--- src/rtl/bis_pkg.sv ---
// Shared types, constants and helpers for the bilinear image sampler.
package bis_pkg;

   // Default geometry and fixed point format
   localparam int STORE_WIDTH_DEF  = 256;
   localparam int STORE_HEIGHT_DEF = 256;
   localparam int FRAC_BITS_DEF    = 8;

   // Fixed field widths
   localparam int QUERY_W   = 20;
   localparam int PIX_W     = 16;
   localparam int CFG_W     = 12;
   localparam int CSR_IDX_W = 4;
   localparam int NUM_BANKS = 4;

   // Item commands
   localparam logic CMD_WRITE  = 1'b0;
   localparam logic CMD_SAMPLE = 1'b1;

   // Register indexes
   localparam logic [CSR_IDX_W-1:0] REG_ORIGIN_X = 4'd0;
   localparam logic [CSR_IDX_W-1:0] REG_ORIGIN_Y = 4'd1;
   localparam logic [CSR_IDX_W-1:0] REG_LIMIT_X  = 4'd2;
   localparam logic [CSR_IDX_W-1:0] REG_LIMIT_Y  = 4'd3;

   // Register reset values
   localparam logic signed [CFG_W-1:0] ORIGIN_RST = 12'sd0;
   localparam logic signed [CFG_W-1:0] LIMIT_RST  = 12'sd255;

   // Banks by {row parity, column parity}
   localparam logic [1:0] BANK_EE = 2'd0;
   localparam logic [1:0] BANK_EO = 2'd1;
   localparam logic [1:0] BANK_OE = 2'd2;
   localparam logic [1:0] BANK_OO = 2'd3;

   typedef struct packed {
      logic                      command;
      logic [7:0]                write_col;
      logic [7:0]                write_row;
      logic [PIX_W-1:0]          write_value;
      logic signed [QUERY_W-1:0] query_x;
      logic signed [QUERY_W-1:0] query_y;
   } req_type;

   typedef struct packed {
      logic [PIX_W-1:0] sample_value;
      logic             inside_res;
   } rsp_type;

   // Sample control that travels with the bank read data
   typedef struct packed {
      logic valid;
      logic in_window;
      logic x_odd;
      logic y_odd;
   } ctl_type;

   // Address bits of one half of a dimension (at least one)
   function automatic int half_bits(input int n);
      int h;
      h = $clog2((n + 1) / 2);
      return (h < 1) ? 1 : h;
   endfunction

endpackage

--- src/rtl/bis_blend.sv ---
// Bilinear blend pipeline: horizontal weights, then vertical, then truncate.
module bis_blend import bis_pkg::*; #(
   parameter int FRAC_BITS = FRAC_BITS_DEF
) (
   input  logic                           clock,
   input  logic                           reset,
   input  ctl_type                        ctl,
   input  logic [FRAC_BITS-1:0]           u,
   input  logic [FRAC_BITS-1:0]           v,
   input  logic [NUM_BANKS-1:0][PIX_W-1:0] rd_data,
   output logic                           rsp_valid,
   output rsp_type                        rsp_data
);

   localparam int PW = PIX_W + FRAC_BITS + 1;
   localparam int GW = PIX_W + FRAC_BITS;
   localparam int NW = PIX_W + 2 * FRAC_BITS + 1;
   localparam int SW = PIX_W + 2 * FRAC_BITS;
   localparam logic [FRAC_BITS:0] ONE = (FRAC_BITS + 1)'(1) << FRAC_BITS;

   logic [PIX_W-1:0]     p00, p01, p10, p11;
   logic [FRAC_BITS:0]   wu, wv;
   logic [PW-1:0]        m00_ff, m01_ff, m10_ff, m11_ff;
   logic [GW-1:0]        gm_in, gn_in, gm_ff, gn_ff;
   logic [NW-1:0]        n0_ff, n1_ff;
   logic [SW-1:0]        sum_in;
   logic [FRAC_BITS-1:0] v3_ff, v4_ff;
   logic                 vld3_ff, vld4_ff, vld5_ff, ins3_ff, ins4_ff, ins5_ff;
   logic                 rsp_valid_ff;
   rsp_type              rsp_in, rsp_ff;

   // Pick the four neighbors out of the parity banks
   assign p00 = rd_data[{ctl.y_odd,  ctl.x_odd}];
   assign p01 = rd_data[{ctl.y_odd, ~ctl.x_odd}];
   assign p10 = rd_data[{~ctl.y_odd,  ctl.x_odd}];
   assign p11 = rd_data[{~ctl.y_odd, ~ctl.x_odd}];
   assign wu  = ONE - {1'b0, u};

   // Horizontal products
   always_ff @(posedge clock) begin
      if (reset) begin
         vld3_ff <= 1'b0;
         ins3_ff <= 1'b0;
      end else begin
         vld3_ff <= ctl.valid;
         ins3_ff <= ctl.in_window;
      end
      m00_ff <= PW'(wu) * PW'(p00);
      m01_ff <= PW'(u) * PW'(p01);
      m10_ff <= PW'(wu) * PW'(p10);
      m11_ff <= PW'(u) * PW'(p11);
      v3_ff  <= v;
   end

   // Row sums
   assign gm_in = GW'(m00_ff + m01_ff);
   assign gn_in = GW'(m10_ff + m11_ff);

   always_ff @(posedge clock) begin
      if (reset) begin
         vld4_ff <= 1'b0;
         ins4_ff <= 1'b0;
      end else begin
         vld4_ff <= vld3_ff;
         ins4_ff <= ins3_ff;
      end
      gm_ff <= gm_in;
      gn_ff <= gn_in;
      v4_ff <= v3_ff;
   end

   // Vertical products
   assign wv = ONE - {1'b0, v4_ff};

   always_ff @(posedge clock) begin
      if (reset) begin
         vld5_ff <= 1'b0;
         ins5_ff <= 1'b0;
      end else begin
         vld5_ff <= vld4_ff;
         ins5_ff <= ins4_ff;
      end
      n0_ff <= NW'(wv) * NW'(gm_ff);
      n1_ff <= NW'(v4_ff) * NW'(gn_ff);
   end

   // Final sum, truncate to Q16.0, zero outside the window
   assign sum_in = SW'(n0_ff + n1_ff);

   always_comb begin
      rsp_in.inside_res   = ins5_ff;
      rsp_in.sample_value = ins5_ff ? sum_in[SW-1:2*FRAC_BITS] : '0;
   end

   always_ff @(posedge clock) begin
      if (reset) begin
         rsp_valid_ff <= 1'b0;
      end else begin
         rsp_valid_ff <= vld5_ff;
      end
      rsp_ff <= rsp_in;
   end

   assign rsp_valid = rsp_valid_ff;
   assign rsp_data  = rsp_ff;

endmodule
--- config.mk ---
export PLATFORM = sky130hd
export DESIGN_NAME = bis_blend
export DESIGN_NICKNAME = d
export VERILOG_FILES = /design/src/rtl/bis_pkg.sv /design/src/rtl/bis_blend.sv
export SDC_FILE = /design/constraint.sdc
export NUM_CORES = 2
export LEC_CHECK = 0
export ABC_AREA = 1
export BUFFER_PORTS_ARGS = -buffer_cell sky130_fd_sc_hd__buf_2
export CORE_UTILIZATION = 28
export DETAILED_ROUTE_END_ITERATION = 8
export SLEW_MARGIN = 5
export SYNTH_ARGS = -nofsm -noshare
export SYNTH_HDL_FRONTEND = slang
export SYNTH_SLANG_ARGS = --single-unit
--- constraint.sdc ---
create_clock -name clock -period 8.28 [get_ports clock]
set_input_delay 0.414 -clock clock [delete_from_list [all_inputs] [get_ports clock]]
set_output_delay 0.414 -clock clock [all_outputs]
set_load 0.02 [all_outputs]
==> metrics.md <==
| Metric | Value |
|---|---|
| Synth Area per Inst | `7.19 µm²` |
| Max frequency | `0.172 GHz` |
| Most numerous cell on the critical path | `nand2_1` |
| Final Max Slew Viols | `0` |
| Syn nets | `7047` |
| Status | `finished, final reports clean` |
| PortBufs | `103` |
| Setup violations, final | `0` |
| Fin crit share | `70.3%` |
| Startpoint types | `register` |
| Slew headroom | `15.9%` |
| #FFs+latches synth | `248` |
| CTS clock-pin slew for the worst setup and hold paths | `0.06 ns` |
| Share of cells above drive strength 1 | `5.79%` |
| Final hold viol count | `0` |
| DRC | `0` |
| Global-route wire length before repair | `197 mm` |
| CP arrival | `6.28 ns` |
| Area grow syn2layout | `8.35%` |
| Placed Cells | `7959` |
| Vias in the first global route | `37200` |
| Most common flop cell mapped by yosys | `dfxtp_1` |
| DIE WIDTH | `393 µm` |
| Clock sink total | `248` |
| CP endpoint kind | `register` |
| Max cap viols | `0` |
| Vias per cell | `4.59` |
| Critical path buffers and inverters | `6` |
| Drt total wl | `122 mm` |
| Initial antenna violation count | `2` |
| # IOs | `104` |
| Largest stage delay, worst path | `0.88 ns` |
| Initial Util | `28.2%` |
| CP max stage cell | `xor2_2` |
| Fin Clk Skew | `0.0251 ns` |
| Synth Cell Area | `42800 µm²` |
| Netlist cell types | `52` |
| Core Area | `152000 µm²` |
| Measured slew at the worst slew-check pin | `1.26 ns` |
| Site row count | `143` |
| RSZ-0062 raised after global routing | `no` |
| Ys async rst share | `0%` |
| Die area | `154000 µm²` |
| Drt initial violations | `2391` |
| Post-Layout Cell Count | `8023` |
| Syn. warnings | `0` |
| TritonRoute pass-1 iters | `5` |
| Nets | `7062` |
| Total of fill cells in the finished design | `16600` |
| Core Util, Final | `30.5%` |
| Worst min-delay path class | `in -> reg` |
| Antenna diodes | `0` |
| Critical path class | `reg -> reg` |
| Routed Antenna Nets | `0` |
| EDFF count, synth | `0` |
| DR vias | `36800` |
| Root buf cell | `clkbuf_16` |
| Total global routing overflow | `0` |
| DP Wirelength | `104 mm` |
| CP top delay family | `adder cells` |
| CP Max Fanout | `26` |
| WP data required | `8.74 ns` |
| Gr usage total | `15.9%` |
| Clk buf depth | `3` |
| Cells after Synth | `5954` |
| TritonCTS clock tree | `done` |
| Sequential area share after synthesis | `11.6%` |
| Commonest non-fill, non-tap cell in the layout | `nand2_1` |
| Worst-Skew Late Latency | `0.60 ns` |
| Wire per inst | `15.2 µm` |
| Pin count of the biggest net entering global routing | `73` |
| Placer Congestion | `0.952` |
| CTS Buf Count | `30` |
| H-tree Lvls | `1` |
| Setup TNS | `0 ns` |
| Most frequent cells in the layout | `1526 x nand2_1, 1300 x inv_1, 671 x nor2_1` |
| Crit path time final | `5.82 ns` |
| Die span in y | `393 µm` |
## repair_timing
action,4_1_cts,5_1_grt
setup buffers,0,0
resized for setup,0,0
hold buffers,8,0
setup endpoints to repair,0,0
endpoints found under the hold margin,8,0
## Yosys cell counts (all sizes together) (4+ instances only)
cell       n  area, µm²
clkbuf    76        297
buf       71        482
nor4       7       43.8
a21o      27        203
o21ai    195       1260
nand3    189        978
inv     1351       5070
and2      12       75.1
nand2   1534       5780
xor2      81        724
mux2i      4       40.0
fa       652      13100
nor3      40        200
o21a      20        150
ha       355       4440
xnor2     41        359
nor2     708       2770
o21bai    10       75.1
nand3b    10       75.1
a21oi    222       1110
dfxtp    248       4960
or2       24        150
nand4     61        382
## final cells by class
cell class / count / area [µm²] / share of cell area (%)
inverter: 1354 / 5100 / 11.0
tap: 2030 / 2540 / 5.48
multi-input combinational: 4205 / 32000 / 69.0
clock buffer: 32 / 778 / 1.68
clock inverter: 24 / 277 / 0.596
sequential: 248 / 4970 / 10.7
timing repair buffer: 130 / 741 / 1.60
## cells by family after synthesis
logic type | after synthesis | synth area share [%]
xor+xnor | 122 | 2.53
fa+ha+maj | 1007 | 40.9
simple gates | 2587 | 24.4
flops | 248 | 11.6
compound gates | 485 | 6.73
buf+inv | 1501 | 13.7
mux | 4 | 0.0935
## worst min-delay path, stage by stage
cell and delay (ns):
buf_2 0.10, inv_1 0.04, nor2_1 0.03
## sequential cells by signal, summed over array words and instances (netlist names)
name,flops
vld4_ff,1
vld3_ff,1
rsp_data,17
gn_ff,24
m00_ff,24
gm_ff,24
m01_ff,24
n0_ff,32
n1_ff,32
vld5_ff,1
v3_ff,8
ins4_ff,1
m11_ff,24
rsp_valid,1
v4_ff,8
m10_ff,24
ins5_ff,1
ins3_ff,1
## per-stage QoR
| step | hold WS, ns | worst slack [ns] | area [µm²] |
|---|---|---|---|
| after global routing | 0.0258 | 2.07 | 46400 |
| after CTS | 0.00566 | 2.45 | 46400 |
| after floorplan | 0.310 | 3.18 | 42800 |
| after global placement | 0.314 | 2.16 | 45200 |
| final | 0.0429 | 2.46 | 46400 |
| after detailed placement | 0.313 | 2.08 | 45200 |
## routing by layer
layer  global-route usage [%]  vias up  share of wire [%]  wire, µm
met2                     26.1     1109                 45     54400
met4                     4.13        0                2.8      3460
met5                        0        -                  0         0
met1                     22.2    17800                 47     56600
li1                         -    17800                  -         -
met3                     1.61      162                5.9      7170
## final timing paths
check / slack, ns / cells past startpoint / to / from
worst max-delay path: 2.46 / 25 / n0_ff[29] / v4_ff[2]
worst min-delay path: 0.04 / 3 / vld3_ff / ctl[3]
worst max register to register: 2.46 / 25 / n0_ff[29] / v4_ff[2]
worst min register to register: 0.33 / 0 / v4_ff[1] / v3_ff[1]
Power is left out: the tool's default activity adds up to more than one toggle a clock period on the data nets, which glitch-free logic cannot reach.
