===== src/rtl/bis_pkg.sv =====
// Shared types, constants and helpers for the bilinear image sampler.
package bis_pkg;

   // Default geometry and fixed point format
   localparam int STORE_WIDTH_DEF  = 256;
   localparam int STORE_HEIGHT_DEF = 256;
   localparam int FRAC_BITS_DEF    = 8;

   // Fixed field widths
   localparam int QUERY_W   = 20;
   localparam int PIX_W     = 16;
   localparam int CFG_W     = 12;
   localparam int CSR_IDX_W = 4;
   localparam int NUM_BANKS = 4;

   // Item commands
   localparam logic CMD_WRITE  = 1'b0;
   localparam logic CMD_SAMPLE = 1'b1;

   // Register indexes
   localparam logic [CSR_IDX_W-1:0] REG_ORIGIN_X = 4'd0;
   localparam logic [CSR_IDX_W-1:0] REG_ORIGIN_Y = 4'd1;
   localparam logic [CSR_IDX_W-1:0] REG_LIMIT_X  = 4'd2;
   localparam logic [CSR_IDX_W-1:0] REG_LIMIT_Y  = 4'd3;

   // Register reset values
   localparam logic signed [CFG_W-1:0] ORIGIN_RST = 12'sd0;
   localparam logic signed [CFG_W-1:0] LIMIT_RST  = 12'sd255;

   // Banks by {row parity, column parity}
   localparam logic [1:0] BANK_EE = 2'd0;
   localparam logic [1:0] BANK_EO = 2'd1;
   localparam logic [1:0] BANK_OE = 2'd2;
   localparam logic [1:0] BANK_OO = 2'd3;

   typedef struct packed {
      logic                      command;
      logic [7:0]                write_col;
      logic [7:0]                write_row;
      logic [PIX_W-1:0]          write_value;
      logic signed [QUERY_W-1:0] query_x;
      logic signed [QUERY_W-1:0] query_y;
   } req_type;

   typedef struct packed {
      logic [PIX_W-1:0] sample_value;
      logic             inside_res;
   } rsp_type;

   // Sample control that travels with the bank read data
   typedef struct packed {
      logic valid;
      logic in_window;
      logic x_odd;
      logic y_odd;
   } ctl_type;

   // Address bits of one half of a dimension (at least one)
   function automatic int half_bits(input int n);
      int h;
      h = $clog2((n + 1) / 2);
      return (h < 1) ? 1 : h;
   endfunction

endpackage


===== src/rtl/bis_addr.sv =====
// Coordinate front end: window check, neighbor addresses and write routing.
module bis_addr import bis_pkg::*; #(
   parameter int STORE_WIDTH  = STORE_WIDTH_DEF,
   parameter int STORE_HEIGHT = STORE_HEIGHT_DEF,
   parameter int FRAC_BITS    = FRAC_BITS_DEF
) (
   input  logic                    clock,
   input  logic                    reset,
   input  logic                    accept,
   input  req_type                 req_data,
   input  logic signed [CFG_W-1:0] origin_x,
   input  logic signed [CFG_W-1:0] origin_y,
   input  logic signed [CFG_W-1:0] limit_x,
   input  logic signed [CFG_W-1:0] limit_y,
   output logic                    wr_en,
   output logic [1:0]              wr_bank,
   output logic [half_bits(STORE_WIDTH)+half_bits(STORE_HEIGHT)-1:0] wr_addr,
   output logic [PIX_W-1:0]        wr_data,
   output logic [NUM_BANKS-1:0][half_bits(STORE_WIDTH)+half_bits(STORE_HEIGHT)-1:0] rd_addr,
   output ctl_type                 ctl_ff,
   output logic [FRAC_BITS-1:0]    u_ff,
   output logic [FRAC_BITS-1:0]    v_ff
);

   localparam int CB = half_bits(STORE_WIDTH);
   localparam int RB = half_bits(STORE_HEIGHT);
   localparam int CW = ((QUERY_W > 13 + FRAC_BITS) ? QUERY_W : 13 + FRAC_BITS) + 2;
   localparam int XW = CW - FRAC_BITS;
   localparam int XB = $clog2(STORE_WIDTH);
   localparam int YB = $clog2(STORE_HEIGHT);

   logic signed [CW-1:0] qx_ext, qy_ext, ox_sh, oy_sh, lx_sh, ly_sh;
   logic signed [CW-1:0] cx_in, cy_in, s1_cx_ff, s1_cy_ff;
   logic signed [12:0]   lx_m1, ly_m1;
   logic                 win_in, s1_win_ff, s1_valid_ff, s1_cmd_ff;
   logic [7:0]           s1_col_ff, s1_row_ff;
   logic [PIX_W-1:0]     s1_val_ff;
   logic [XW-1:0]        x0, y0;
   logic [XB-1:0]        x0n, xp1;
   logic [YB-1:0]        y0n, yp1;
   logic [CB-1:0]        col_even, col_odd;
   logic [RB-1:0]        row_even, row_odd;
   ctl_type              ctl_in;

   // Scale the window bounds to query units
   assign qx_ext = {{(CW-QUERY_W){req_data.query_x[QUERY_W-1]}}, req_data.query_x};
   assign qy_ext = {{(CW-QUERY_W){req_data.query_y[QUERY_W-1]}}, req_data.query_y};
   assign ox_sh  = {{(CW-CFG_W-FRAC_BITS){origin_x[CFG_W-1]}}, origin_x, {FRAC_BITS{1'b0}}};
   assign oy_sh  = {{(CW-CFG_W-FRAC_BITS){origin_y[CFG_W-1]}}, origin_y, {FRAC_BITS{1'b0}}};
   assign lx_m1  = {limit_x[CFG_W-1], limit_x} - 13'sd1;
   assign ly_m1  = {limit_y[CFG_W-1], limit_y} - 13'sd1;
   assign lx_sh  = {{(CW-13-FRAC_BITS){lx_m1[12]}}, lx_m1, {FRAC_BITS{1'b0}}};
   assign ly_sh  = {{(CW-13-FRAC_BITS){ly_m1[12]}}, ly_m1, {FRAC_BITS{1'b0}}};

   // Offset into the store and window test
   assign cx_in  = qx_ext - ox_sh;
   assign cy_in  = qy_ext - oy_sh;
   assign win_in = (qx_ext >= ox_sh) && (qx_ext <= lx_sh) &&
                   (qy_ext >= oy_sh) && (qy_ext <= ly_sh);

   // Stage one: hold the beat
   always_ff @(posedge clock) begin
      if (reset) begin
         s1_valid_ff <= 1'b0;
         s1_win_ff   <= 1'b0;
      end else begin
         s1_valid_ff <= accept;
         s1_win_ff   <= win_in;
      end
      s1_cmd_ff <= req_data.command;
      s1_col_ff <= req_data.write_col;
      s1_row_ff <= req_data.write_row;
      s1_val_ff <= req_data.write_value;
      s1_cx_ff  <= cx_in;
      s1_cy_ff  <= cy_in;
   end

   // Integer corner of the sample point
   assign x0  = s1_cx_ff[CW-1:FRAC_BITS];
   assign y0  = s1_cy_ff[CW-1:FRAC_BITS];
   assign x0n = x0[XB-1:0];
   assign y0n = y0[YB-1:0];
   assign xp1 = x0n + XB'(1);
   assign yp1 = y0n + YB'(1);

   // Even banks take the neighbor whose half index may step past the corner
   assign col_even = CB'(xp1 >> 1);
   assign col_odd  = CB'(x0n >> 1);
   assign row_even = RB'(yp1 >> 1);
   assign row_odd  = RB'(y0n >> 1);

   assign rd_addr[BANK_EE] = {row_even, col_even};
   assign rd_addr[BANK_EO] = {row_even, col_odd};
   assign rd_addr[BANK_OE] = {row_odd,  col_even};
   assign rd_addr[BANK_OO] = {row_odd,  col_odd};

   // Route pixel writes; drop those beyond the store
   assign wr_en   = s1_valid_ff && (s1_cmd_ff == CMD_WRITE) &&
                    ({5'b0, s1_col_ff} < 13'(STORE_WIDTH)) &&
                    ({5'b0, s1_row_ff} < 13'(STORE_HEIGHT));
   assign wr_bank = {s1_row_ff[0], s1_col_ff[0]};
   assign wr_addr = {RB'(s1_row_ff[7:1]), CB'(s1_col_ff[7:1])};
   assign wr_data = s1_val_ff;

   // Sample control for the blend pipeline
   always_comb begin
      ctl_in.valid     = s1_valid_ff && (s1_cmd_ff == CMD_SAMPLE);
      ctl_in.in_window = s1_win_ff && (x0 < XW'(STORE_WIDTH - 1)) &&
                         (y0 < XW'(STORE_HEIGHT - 1));
      ctl_in.x_odd     = x0[0];
      ctl_in.y_odd     = y0[0];
   end

   // Stage two: aligned with the bank read data
   always_ff @(posedge clock) begin
      if (reset) begin
         ctl_ff <= '0;
      end else begin
         ctl_ff <= ctl_in;
      end
      u_ff <= s1_cx_ff[FRAC_BITS-1:0];
      v_ff <= s1_cy_ff[FRAC_BITS-1:0];
   end

   a_inside_needs_window: assert property (@(posedge clock) disable iff (reset)
      ctl_ff.in_window |-> $past(s1_win_ff))
      else $error("inside flag set without a window hit");

endmodule


===== config.mk =====
export PLATFORM = sky130hd
export DESIGN_NAME = bis_addr
export DESIGN_NICKNAME = d
export VERILOG_FILES = /design/src/rtl/bis_pkg.sv /design/src/rtl/bis_addr.sv
export SDC_FILE = /design/constraint.sdc
export NUM_CORES = 1
export LEC_CHECK = 0
export BUFFER_PORTS_ARGS = -buffer_cell sky130_fd_sc_hd__buf_4
export CAP_MARGIN = 40
export CORE_ASPECT_RATIO = 1.5
export CORE_UTILIZATION = 43
export DETAILED_ROUTE_END_ITERATION = 16
export PLACE_DENSITY = 0.86
export SLEW_MARGIN = 20
export SYNTH_ARGS = -nofsm -noshare
export SYNTH_HDL_FRONTEND = slang
export SYNTH_SLANG_ARGS = --single-unit

===== constraint.sdc =====
create_clock -name clock -period 5.2 [get_ports clock]
set_clock_uncertainty 0.2 [all_clocks]
set_input_delay 0 -clock clock [delete_from_list [all_inputs] [get_ports clock]]
set_output_delay 0 -clock clock [all_outputs]
set_load 0.02 [all_outputs]

==> impl_metrics.yaml <==
synth:
  synth_nets: 684
  synth_most_common_cell: "dfxtp_1"
  netlist_instances: 502
  synth_top_area_share_pct: 40.28
  ys_warn_count: 0
  yosysTopAreaCell: "dfxtp_1"
  async_flop_share_pct: 0
  synth_commonest_cells: "dfxtp_1, ha_1, buf_4, inv_1, xnor2_1"
  synth-edff-count: 0
  synth-main-ff-cell: "dfxtp_1"
  synthTopCellsByArea: "dfxtp_1, ha_1, buf_4, xnor2_1, inv_1"
  synthesis.area_um2: 4821
  synth.avg_cell_area_um2: 9.603
  synth-seq-cells: 97
  synth_cell_type_count: 51
  ys_seq_area_share_pct: 40.28
timing:
  max_slew_margin_pct: 57.16
  finalSetupTns_ns: 0
  timing.fmax_mhz: 331.7
  worstMarginPinSlew_ns: 0.6367
  maxSlewViolCount: 0
  period_minus_slack_ns: 3.015
  rsz0062_at_grt: "no"
  hold_slack_ns: 0.03390
  finalSetupViolCount: 0
  worst_slack_ns: 2.185
  finalHoldViolCount: 0
  finalCritPeriodShare_pct: 57.98
clocking:
  path_clk_slew_ns: 0.07
  cts-buffers-inserted: 9
  root_buffer: "clkbuf_16"
  post_cts_buffers: 0
  cts_resized: 0
  cts_buffer_depth: 2
  clock-sinks: 97
  clk_latency_ns: 0.33
  h-tree-depth: 3
  cts_tree: "yes"
critical_path:
  reg2regPathDepth: 4
  reg2reg_slack_ns: 3.78
  cp-end-kind: "register"
  critPathLaunch: "origin_x[0]"
  r2r-start: "s1_cy_ff[12]"
  cp_max_fo: 3
  critPathKind: "input port to register"
  cp-endpoint: "s1_cx_ff[20]"
  reg2reg_to: "ctl_ff[2]"
  crit_path_start_kind: "input port"
  crit_required_ns: 5.22
  arrival_ns: 3.04
detailed_routing:
  via_count: 4709
  drt_wl_total_um: 14530
  postRouteAntennaNets: 0
  drtPass1Iterations: 4
  wl_per_cell_um: 15.19
  drt_iter0_drc: 113
  viasPerCell: 4.926
  drc_errors: 0
die:
  row_count: 47
  core-area_um2: 11000
  boundaryPins: 233
  fp.dieArea_um2: 11650
  dieWidth_um: 88.46
  start_util_pct: 43.84
  die_height_um: 131.7
job:
  cap_violations: 0
placed_design:
  dp_hpwl_um: 10270
  portBuffers: 232
  dp_slack_ns: 2.360
  gp_congestion: 0.8501
layout:
  fin_nets: 986
  postLayoutCoreUtil_pct: 70.30
  antenna_cells: 0
  fillCellCount: 743
  area_growth_pct: 60.37
  drive_above_1_share_pct: 31.64
grt:
  grt_max_degree: 18
  grt_pass1_wl_um: 22020
  grt_use_total_pct: 24.52
  grt_overflow: 0
  antenna_found_initial: 0
  grt_pass1_vias: 4805
worst_hold_path:
  hp-class: "input port to register"
power_and_ir_drop:
  max-vdd-ir-drop_uv: 136.2
  leakagePower_nw: 3.698
  power_density_nw_per_um2: 298.4
  p_total_mw: 2.307
run_status:
  outcome: "finished clean"
[final cells by class]
type | instances | area, µm² | share of cell area, %
Clock buffer | 10 | 239.0 | 3.091
Tap cell | 147 | 183.9 | 2.379
Multi-Input combinational cell | 320 | 2402 | 31.07
Timing Repair Buffer | 333 | 2753 | 35.60
Inverter | 43 | 161.4 | 2.088
Sequential cell | 97 | 1942 | 25.12
Clock inverter | 6 | 50.05 | 0.6474
[per-layer routing]
layer	routed length (µm)	up-vias	track usage, %
met4	703	0	14.70
met5	0	-	0
li1	-	2308	-
met2	7872	213	46.37
met3	782	65	4.083
met1	5166	2123	23.52
[repair_timing]
item / 4_1_cts / 5_1_grt
setup endpoints to repair: 0 / 0
hold buffers: 101 / 0
endpoints found under the hold margin: 79 / 0
[how the worst min path moves through the flow]
stage,from,endpoint,depth (start not counted)
finish,origin_y[8],s1_cy_ff[16],4
global route,origin_y[8],s1_cy_ff[16],4
CTS,origin_y[8],s1_cy_ff[16],4
detailed placement,req_data[44],wr_data[4],1
global placement,req_data[56],s1_row_ff[0],1
floorplan,req_data[72],s1_cmd_ff,0
[cell families after synthesis]
group / synth area share [%]
multiplexers: 0.4153
buffers and inverters: 9.888
XOR/XNOR: 8.539
AO/OA/AOI/OAI: 9.785
flip-flops: 40.28
adder cells (fa/ha/maj): 15.36
AND/OR/NAND/NOR: 15.73
[report_power, final]
part | internal, mW | switching, mW | total (mW)
combinational | 0.402 | 0.414 | 0.815
clock | 0.344 | 0.282 | 0.626
sequential | 0.814 | 0.0509 | 0.865
total | 1.56 | 0.747 | 2.31
[per-stage QoR]
| step | cells | instance area, µm² |
|---|---|---|
| global placement | 839 | 6431 |
| detailed placement | 839 | 6431 |
| floorplan | 502 | 4821 |
| global route | 956 | 7731 |
| finish | 956 | 7731 |
| CTS | 956 | 7731 |
[critical path, stage by stage]
cell and delay, ns:
dlygate4sd3_1 0.54, buf_4 0.13, ha_1 0.20, fa_1 0.42
nor2b_1 0.15, o21ai_1 0.09, a21oi_1 0.29, o21ai_0 0.13
a2111oi_0 0.40, a211oi_1 0.11, dlygate4sd3_1 0.57
[cell usage in the layout, fill, tap and decap left out, drive strengths merged, types with 3 or more instances in the layout]
cell type / instances
a2111oi: 3
a211oi: 3
a21o: 5
a21oi: 20
a221oi: 3
a31oi: 4
and2: 3
and3: 10
buf: 232
clkbuf: 10
dfxtp: 97
dlygate4sd3: 101
ha: 56
inv: 46
nand2: 18
nand2b: 3
nand3: 22
nand4: 5
nor2: 29
nor2b: 15
nor3: 13
nor4: 13
o21a: 3
o21ai: 16
or4: 4
xnor2: 32
xor2: 15
[registers in the layout (all words and copies together) (netlist names), 4 cells and up]
name / count
s1_cx_ff: 21
s1_cy_ff: 21
wr_data: 16
s1_col_ff: 8
s1_row_ff: 8
u_ff: 8
v_ff: 8
ctl_ff: 4
No activity file was read; power rests on OpenSTA's default activity.
